### config.mk
export PLATFORM = sky130hd
export DESIGN_NAME = filled_circle_span_generator_unit
export DESIGN_NICKNAME = d
export VERILOG_FILES = /design/src/rtl/fcsg_pkg.sv /design/src/rtl/fcsg_ctrl.sv /design/src/rtl/fcsg_datapath.sv /design/src/rtl/filled_circle_span_generator_unit.sv
export SDC_FILE = /design/constraint.sdc
export NUM_CORES = 1
export LEC_CHECK = 0
export ABC_AREA = 1
export ABC_CLOCK_PERIOD_IN_PS = 8600
export BUFFER_PORTS_ARGS = -buffer_cell sky130_fd_sc_hd__buf_2
export CAP_MARGIN = 20
export CORE_MARGIN = 3
export CORE_UTILIZATION = 52
export DETAILED_ROUTE_END_ITERATION = 8
export PLACE_DENSITY = 0.75
export SLEW_MARGIN = 30
export SYNTH_ARGS = -nofsm -noshare
export SYNTH_HDL_FRONTEND = slang
export SYNTH_HIERARCHICAL = 1
export SYNTH_SLANG_ARGS = --single-unit
### constraint.sdc
create_clock -name clk_i -period 8.6 [get_ports clk_i]
set_clock_uncertainty 0.05 [all_clocks]
set_input_delay 1.29 -clock clk_i [delete_from_list [all_inputs] [get_ports clk_i]]
set_output_delay 1.29 -clock clk_i [all_outputs]
set_load 0.005 [all_outputs]
### src/rtl/fcsg_pkg.sv
package fcsg_pkg;

  // defaults for the top level parameters
  localparam int unsigned MaxRadiusDef = 63;
  localparam int unsigned CoordBitsDef = 12;

  // fixed field widths
  localparam int unsigned RadBits = 6;   // radius field
  localparam int unsigned OfsBits = 8;   // signed walk offsets, down may reach -1
  localparam int unsigned DecBits = 9;   // signed decision value
  localparam int unsigned CalcBits = 10; // headroom for the update arithmetic

  // commands from the controller to the datapath
  typedef struct packed {
    logic load;  // take a new circle from the input beat
    logic step;  // emit one span group and advance the walk
  } cmd_t;

  // status from the datapath to the controller
  typedef struct packed {
    logic out_free;   // output register can take a beat this cycle
    logic last_step;  // the step now on offer ends the walk
  } sts_t;

endpackage

### src/rtl/fcsg_ctrl.sv
module fcsg_ctrl (
  input  logic           clk_i,
  input  logic           rst_ni,
  input  logic           in_valid_i,
  output logic           in_ready_o,
  input  fcsg_pkg::sts_t sts_i,
  output fcsg_pkg::cmd_t cmd_o
);

  typedef enum logic {
    ST_IDLE,
    ST_WALK
  } state_e;

  state_e state_q, state_d;

  assign in_ready_o = (state_q == ST_IDLE);

  always_comb begin
    cmd_o   = '0;
    state_d = state_q;
    case (state_q)
      ST_IDLE: begin
        if (in_valid_i) begin
          cmd_o.load = 1'b1;
          state_d    = ST_WALK;
        end
      end
      ST_WALK: begin
        if (sts_i.out_free) begin
          cmd_o.step = 1'b1;
          if (sts_i.last_step) begin
            state_d = ST_IDLE;
          end
        end
      end
      default: begin
        state_d = ST_IDLE;
      end
    endcase
  end

  always_ff @(posedge clk_i or negedge rst_ni) begin
    if (!rst_ni) begin
      state_q <= ST_IDLE;
    end else begin
      state_q <= state_d;
    end
  end

endmodule

### src/rtl/fcsg_datapath.sv
module fcsg_datapath #(
  parameter int unsigned MAX_RADIUS = fcsg_pkg::MaxRadiusDef,
  parameter int unsigned COORD_BITS = fcsg_pkg::CoordBitsDef,
  localparam int unsigned InW  = ((2 * COORD_BITS + fcsg_pkg::RadBits + 7) / 8) * 8,
  localparam int unsigned OutB = COORD_BITS + 1,
  localparam int unsigned OutW = ((8 * OutB + 7) / 8) * 8
) (
  input  logic            clk_i,
  input  logic            rst_ni,
  input  logic [InW-1:0]  in_data_i,
  input  fcsg_pkg::cmd_t  cmd_i,
  output fcsg_pkg::sts_t  sts_o,
  output logic            out_valid_o,
  input  logic            out_ready_i,
  output logic [OutW-1:0] out_data_o,
  output logic            out_last_o
);

  localparam int unsigned OB = fcsg_pkg::OfsBits;
  localparam int unsigned DB = fcsg_pkg::DecBits;
  localparam int unsigned CB = fcsg_pkg::CalcBits;
  localparam int unsigned RB = fcsg_pkg::RadBits;
  localparam logic [RB-1:0] RadMax = RB'(MAX_RADIUS);

  logic signed [COORD_BITS-1:0] cx_q, cy_q;
  logic [RB-1:0]                rad_q;
  logic signed [OB-1:0]         across_q, down_q, across_d, down_d;
  logic signed [DB-1:0]         dec_q;
  logic signed [CB-1:0]         dec_d;
  logic                         out_valid_q;
  logic [OutW-1:0]              out_data_q;
  logic                         out_last_q;

  logic [RB-1:0]        in_rad, rad_sat;
  logic signed [CB-1:0] a_w, dn_w, d_w, r_w;
  logic [8*OutB-1:0]    spans;

  assign in_rad  = in_data_i[2*COORD_BITS +: RB];
  assign rad_sat = (in_rad > RadMax) ? RadMax : in_rad;

  // one walk update, three moves picked by the decision value
  always_comb begin
    a_w  = CB'(across_q);
    dn_w = CB'(down_q);
    d_w  = CB'(dec_q);
    r_w  = $signed(CB'(rad_q));
    if (d_w >= (a_w <<< 1)) begin
      dec_d    = d_w - (a_w <<< 1) - CB'(1);
      across_d = across_q + OB'(1);
      down_d   = down_q;
    end else if (d_w < ((r_w - dn_w) <<< 1)) begin
      dec_d    = d_w + (dn_w <<< 1) - CB'(1);
      across_d = across_q;
      down_d   = down_q - OB'(1);
    end else begin
      dec_d    = d_w + ((dn_w - a_w - CB'(1)) <<< 1);
      across_d = across_q + OB'(1);
      down_d   = down_q - OB'(1);
    end
  end

  function automatic logic [OutB-1:0] add_ofs(input logic signed [COORD_BITS-1:0] c,
                                               input logic signed [OB-1:0] o,
                                               input logic neg);
    logic signed [OutB-1:0] ce, oe;
    ce = OutB'(c);
    oe = OutB'(o);
    return neg ? (ce - oe) : (ce + oe);
  endfunction

  assign spans = {add_ofs(cy_q, down_q, 1'b1),   add_ofs(cy_q, down_q, 1'b0),
                  add_ofs(cx_q, across_q, 1'b0), add_ofs(cx_q, across_q, 1'b1),
                  add_ofs(cy_q, across_q, 1'b1), add_ofs(cy_q, across_q, 1'b0),
                  add_ofs(cx_q, down_q, 1'b0),   add_ofs(cx_q, down_q, 1'b1)};

  assign sts_o.out_free  = !out_valid_q || out_ready_i;
  assign sts_o.last_step = !(down_d >= across_d);

  always_ff @(posedge clk_i) begin
    if (cmd_i.load) begin
      cx_q     <= in_data_i[COORD_BITS-1:0];
      cy_q     <= in_data_i[COORD_BITS +: COORD_BITS];
      rad_q    <= rad_sat;
      across_q <= '0;
      down_q   <= OB'(rad_sat);
      dec_q    <= DB'(rad_sat) - DB'(1);
    end else if (cmd_i.step) begin
      across_q <= across_d;
      down_q   <= down_d;
      dec_q    <= DB'(dec_d);
    end
    if (cmd_i.step) begin
      out_data_q <= OutW'(spans);
      out_last_q <= sts_o.last_step;
    end
  end

  always_ff @(posedge clk_i or negedge rst_ni) begin
    if (!rst_ni) begin
      out_valid_q <= 1'b0;
    end else if (cmd_i.step) begin
      out_valid_q <= 1'b1;
    end else if (out_ready_i) begin
      out_valid_q <= 1'b0;
    end
  end

  assign out_valid_o = out_valid_q;
  assign out_data_o  = out_data_q;
  assign out_last_o  = out_last_q;

endmodule

### src/rtl/filled_circle_span_generator_unit.sv
// first span group: the circle beat loads the walk registers, then a step fills the output register
// throughput: one span group per cycle while the receiver is ready; the walk register
//   update is the single loop that sets it
// a new circle beat is taken once the previous walk has issued its last group
// reset: rst_ni is asynchronous, active low; clears controller and output valid
module filled_circle_span_generator_unit #(
  parameter int unsigned MAX_RADIUS = fcsg_pkg::MaxRadiusDef,
  parameter int unsigned COORD_BITS = fcsg_pkg::CoordBitsDef,
  localparam int unsigned InW  = ((2 * COORD_BITS + fcsg_pkg::RadBits + 7) / 8) * 8,
  localparam int unsigned OutW = ((8 * (COORD_BITS + 1) + 7) / 8) * 8
) (
  input  logic            clk_i,
  input  logic            rst_ni,
  // circle beat in
  input  logic            s_axis_tvalid_i,
  output logic            s_axis_tready_o,
  input  logic [InW-1:0]  s_axis_tdata_i,   // center_x, center_y, radius, zero pad
  // span group beat out
  output logic            m_axis_tvalid_o,
  input  logic            m_axis_tready_i,
  output logic [OutW-1:0] m_axis_tdata_o,   // outer_left, outer_right, outer_row_below,
                                            // outer_row_above, inner_left, inner_right,
                                            // inner_row_below, inner_row_above
  output logic            m_axis_tlast_o    // last_of_circle
);

  fcsg_pkg::cmd_t cmd;
  fcsg_pkg::sts_t sts;

  // controller: idle / walking, issues load and step commands
  fcsg_ctrl u_ctrl (
    .clk_i      (clk_i),
    .rst_ni     (rst_ni),
    .in_valid_i (s_axis_tvalid_i),
    .in_ready_o (s_axis_tready_o),
    .sts_i      (sts),
    .cmd_o      (cmd)
  );

  // datapath: walk registers, span adders and the output register
  fcsg_datapath #(
    .MAX_RADIUS (MAX_RADIUS),
    .COORD_BITS (COORD_BITS)
  ) u_datapath (
    .clk_i       (clk_i),
    .rst_ni      (rst_ni),
    .in_data_i   (s_axis_tdata_i),
    .cmd_i       (cmd),
    .sts_o       (sts),
    .out_valid_o (m_axis_tvalid_o),
    .out_ready_i (m_axis_tready_i),
    .out_data_o  (m_axis_tdata_o),
    .out_last_o  (m_axis_tlast_o)
  );

endmodule

; Word-level counts from Yosys, hierarchy flattened
; Cells that the tools add are included.
[totals]
input_bits = 36
ff_bits = 162
out_inout_bits = 107
word_cells = 59
[op_classes]
n_addsub = 19
n_lt_le_gt_ge = 4
bitwise_logic = 1
n_reduce_logical = 5
n_mux = 19
[op_table]
columns = operator, count
row1 = $add A12 B8 Y13, 4
row2 = $sub A12 B8 Y13, 4
row3 = $mux W9, 4
row4 = $mux W8, 3
row5 = $add A9 B9 Y9, 2
row6 = $mux W6, 3
row7 = $sub A9 B2 Y9 const B, 2
row8 = $sub A8 B2 Y8 const B, 2
row9 = $lt A9 B10 Y1, 1
row10 = $ge A9 B9 Y1, 1
row11 = $sub A7 B8 Y9, 1
row12 = $sub A9 B9 Y9, 1
row13 = $add A8 B2 Y8 const B, 1
row14 = $ge A8 B8 Y1, 1
row15 = $mux W1, 8
row16 = $sub A8 B8 Y8, 1
row17 = $sub A6 B1 Y7 const B, 1
row18 = $gt A6 B6 Y1 const B, 1
row19 = $reduce_bool A2 Y1, 2
row20 = $logic_not A1 Y1, 2
row21 = $pmux W1 S2, 1
row22 = $logic_or A1 B1 Y1, 1
row23 = $not A1 Y1, 1

; Logic depth before layout (Yosys ltp)
[depth]
depth_word = 8
ltp_mapped = 30

; Hierarchy
; Netlist, hierarchy kept.
[by_module_without_submodules]
columns = mod, cells_each, seq_area_each_um2, instances, area_per_inst_um2
row1 = fcsg_datapath, 1459, 4609.4, 1, 12438.2
row2 = fcsg_ctrl, 9, 25.0, 1, 57.6

; Worst setup path before layout
; No wires, ideal clock.
[synth_timing]
path_kind = input-to-reg
start = in m_axis_tready_i
end = reg u_datapath.dec_q[0] (enable)
setup_ps = 291
arrival_time_ps = 4670
t_required_ps = 8259
n_path_buf = 0
path_slack_ps = 3589
stages = 8
cell_sequence = inv_1 -> nand2_1 -> nand2_1 -> inv_1 -> nor2_1 -> inv_1 -> o21ai_1 -> inv_1
[synth_lines]
columns = element, line_no
row1 = "start, declared", filled_circle_span_generator_unit.sv:20  ; input logic m_axis_tready_i,
row2 = "end signal, assigned", fcsg_datapath.sv:86  ; dec_q <= DB'(rad_sat) - DB'(1);
row3 = "end signal, assigned", fcsg_datapath.sv:90  ; dec_q <= DB'(dec_d);
row4 = "end, declared", fcsg_datapath.sv:28  ; logic signed [DB-1:0] dec_q;

; Worst setup path after layout
[layout_timing]
start = reg u_datapath.down_q[3]
end = reg u_ctrl.state_q
[layout_between]
elab_chain_cells = 8
word_cells_on_any_way = 10
classes_between = add/sub (2) / order compare (2) / mux (6)
[layout_rtl]
columns = element, line_no
row1 = "start, declared", fcsg_datapath.sv:27  ; logic signed [OB-1:0] across_q, down_q, across_d, down_d;
row2 = "start signal, assigned", fcsg_datapath.sv:85  ; down_q <= OB'(rad_sat);
row3 = "start signal, assigned", fcsg_datapath.sv:89  ; down_q <= down_d;
row4 = $sub A7 B8 Y9, fcsg_datapath.sv:51  ; end else if (d_w < ((r_w - dn_w) <<< 1)) begin
row5 = $lt A9 B10 Y1, fcsg_datapath.sv:51
row6 = $mux W8, fcsg_datapath.sv:51
row7 = $mux W8, fcsg_datapath.sv:47  ; if (d_w >= (a_w <<< 1)) begin
row8 = $ge A8 B8 Y1 (*), fcsg_datapath.sv:77  ; assign sts_o.last_step = !(down_d >= across_d);
row9 = $mux W1 (*), fcsg_ctrl.sv:32  ; if (sts_i.last_step) begin
row10 = $mux W1 (*), fcsg_ctrl.sv:30  ; if (sts_i.out_free) begin
row11 = $pmux W1 S2 (*), fcsg_ctrl.sv:22  ; case (state_q)
row12 = net u_ctrl.state_d, fcsg_ctrl.sv:15  ; state_e state_q, state_d;
row13 = "end signal, assigned", fcsg_ctrl.sv:47  ; state_q <= state_d;
row14 = "end, declared", fcsg_ctrl.sv:15
; Mark *: on every way through the listed nets, which the timed path passes. The rest lies on a longest branch.
; A chain may end at the register's enable or synchronous reset.

==> run_results.csv <==
group,metric,value,unit
flow_run,cap_violations,0,
synthesis,netlist_instances,1468,
clocking,postCtsSetupRepairBufs,0,
power,peakVddDrop,0.3363,mV
drt,ant_nets,0,
critical_path,crit_start,"u_datapath/down_q[3]$_DFFE_PP_",
critical_path,crit_path_max_fanout,13,
critical_path,timing.rr.start,"u_datapath/down_q[3]$_DFFE_PP_",
sta,relSlewSlack,48.21,%
synthesis,synth_cell_type_count,48,
synthesis,ys_async_sr_fraction,1.266,%
placed_design,dp_cells,1887,
floorplanning,core_area,23540,um2
clocking,cts.clk_slew.worst_paths,0.07,ns
sta,fin_tns_setup,0,ns
sta,worstMarginPinSlew,0.7760,ns
critical_path,ff2ff_path_depth,26,
power,p_leak,6.926,nW
critical_path,worstPathArrival,5.25,ns
clocking,cts_tree,"built",
critical_path,start_kind,"flop",
cells_and_area,diodes,0,
sta,rsz0062_at_grt,"no",
floorplanning,die_h,161.0,um
clocking,clock_sinks,158,
clocking,root_buffer,"clkbuf_16",
global_routing,grt_use_total,24.17,%
clocking,ctsResizeCount,0,
sta,final-setup-viol-count,0,
synthesis,synth_common_cells,"nand2_1, inv_1, ha_1, edfxtp_1, a21oi_1",
global_routing,grt_pass1_wl,49710,um
cells_and_area,drive_above_1_share,12.31,%
sta,fin_crit_sh,57.91,%
drt,drt-pass1-iter-count,5,
synthesis,synth_top_area_cell,"edfxtp_1",
synthesis,synth_area,12500,um2
sta,hold_viol,0,
synthesis,synth_ff_type,"edfxtp_1",
cells_and_area,area_growth_syn_to_layout,11.22,%
critical_path,required,8.87,ns
synthesis,synthTopCellsByArea,"edfxtp_1, ha_1, nand2_1, inv_1, xor2_1",
synthesis,yosysMostFrequentCell,"nand2_1",
placed_design,preCtsSetupSlack,3.741,ns
floorplanning,die_area,25930,um2
global_routing,grt_pass1_vias,9600,
sta,period_needed,4.980,ns
sta,fmax,200.8,MHz
drt,vias,10240,
drt,wl_per_cell,16.62,um
cells_and_area,nets,1795,
global_routing,antenna_found_initial,0,
floorplanning,start_util,53.08,%
min_path,hold_end,"u_ctrl/state_q$_DFF_PN0_",
placed_design,place.gp.congestion,0.9357,
sta,worst_slack,3.620,ns
clocking,cts_made_buffers,17,
critical_path,r2r_setup_slack,3.62,ns
floorplanning,io_pins,143,
critical_path,critPathKind,"reg2reg",
global_routing,overflow,0,
drt,drt_iter0_drc,664,
placed_design,portBuffers,140,
synthesis,synth_edf_count,146,
critical_path,crit_path_end_kind,"flop",
clocking,clkLatencyLatePin,0.43,ns
synthesis,ys_ff_latch,158,
drt,drcViolationCount,0,
global_routing,grt_max_degree,61,
drt,wl,31900,um
cells_and_area,final_cells,1919,
drt,routed_via_density,5.336,
synthesis,syn-num-nets,1676,
power,p_per_area,458.4,nW/um2
synthesis,avgSynthCellArea,8.512,um2
min_path,hold_class,"reg2reg",
synthesis,yosysSeqAreaShare,37.09,%
sta,holdWs,0.4689,ns
power,power,6.371,mW
critical_path,r2r_end,"u_ctrl/state_q$_DFF_PN0_",
synthesis,yosys_warnings,6,
clocking,clk_path_buf_depth,2,
min_path,min_path_cells,2,
clocking,hold_buffers,0,
clocking,htreeDepth,4,
min_path,min-delay-start,"u_ctrl/state_q$_DFF_PN0_",
floorplanning,die_w,161.0,um
floorplanning,num_rows,56,
outcome,status,"complete, no violations",
placed_design,dp_hpwl,23940,um
sta,drv_slew,0,
synthesis,netlist.area_leader.share,35.09,%
==> critical path: stages, from the launching register on <==
cell and delay, ns:
edfxtp_1 0.61, inv_1 0.30, ha_1 0.44, nand2_1 0.06, o21ai_0 0.27, a21oi_1 0.11, o21ai_0 0.29, xor2_1 0.21
ha_1 0.28, a21o_1 0.17, a21oi_1 0.15, nand2_2 0.17, nand2_4 0.21, nand2_2 0.13, inv_2 0.12, nand2_1 0.08
nand2_1 0.10, ha_1 0.24, a21oi_1 0.14, o21ai_0 0.09, nand4_1 0.08, nand2_1 0.06, xnor2_1 0.13, nor2_1 0.20
nand2_1 0.09, nand2_1 0.06, nand2_1 0.04
==> cell usage in the layout, fill, tap and decap left out, types with 7 or more instances in the layout <==
master	Yosys	layout
xnor2_1	19	19
a31oi_1	7	7
clkbuf_16	0	17
a21o_1	10	10
inv_1	235	233
o21bai_1	17	17
nand4_1	25	25
buf_2	15	140
nor3_1	17	17
edfxtp_1	146	146
nand3b_1	8	8
a21oi_1	100	100
nand3_1	61	61
nor2_1	64	64
nand2_1	349	349
ha_1	159	159
dfxtp_1	10	10
o21ai_1	14	14
o21ai_0	25	25
fa_1	13	13
xor2_1	92	92
==> cell type report <==
cell class	instances	area, um2
clock buffer	18	429.2
clock inverter	14	93.84
fill	2084	9644
inverter	240	903.4
multi-input combinational	1026	6708
sequential	158	4634
tap	319	399.1
timing repair buffer	144	730.7
==> worst max path at each step <==
stage,to,slack [ns],cells past startpoint
3_5_place_dp,u_ctrl/state_q$_DFF_PN0_,3.74,26
3_3_place_gp,u_ctrl/state_q$_DFF_PN0_,3.77,27
5_1_grt,u_ctrl/state_q$_DFF_PN0_,3.24,27
4_1_cts,u_ctrl/state_q$_DFF_PN0_,3.71,26
2_1_floorplan,u_datapath/dec_q[0]$_DFFE_PP_,3.59,8
6_report,u_ctrl/state_q$_DFF_PN0_,3.62,26
==> through the flow <==
stage	util, %	area, um2
floorplan	-	12500
global placement	56.81	13380
detailed placement	56.81	13380
CTS	59.03	13900
global route	59.03	13900
finish	59.03	13900
==> logic make-up (layout without fill, tap and decap cells) <==
kind of cell    Yosys count  count (layout)  synth area share [%]
flops                   158             158                 37.09
xor+xnor                111             111                 7.780
compound gates          201             201                 9.472
buf+inv                 284             416                 9.232
simple gates            542             542                 18.42
fa+ha+maj               172             172                 18.00
==> metal layers <==
metal | track usage, % | wire length, um
met4 | 8.135 | 1072
met1 | 31.62 | 13690
met3 | 4.078 | 2125
met2 | 40.98 | 15010
met5 | 0 | 0
==> sequential cells by signal, summed over array words and instances, names as in the netlist <==
name / count
u_datapath/out_last_o: 1
u_datapath/out_valid_o: 1
u_datapath/cx_q: 12
u_datapath/across_q: 8
u_datapath/dec_q: 9
u_datapath/down_q: 8
u_ctrl/state_q: 1
u_datapath/out_data_o: 100
u_datapath/cy_q: 12
u_datapath/rad_q: 6
==> where the power goes <==
| part | switching [mW] | leakage (nW) | internal, mW |
|---|---|---|---|
| registers | 0.223 | 1.50 | 1.39 |
| logic | 2.58 | 5.17 | 1.48 |
| clock network | 0.322 | 0.253 | 0.368 |
| total | 3.13 | 6.93 | 3.24 |
No activity file was read; power rests on OpenSTA's default activity.
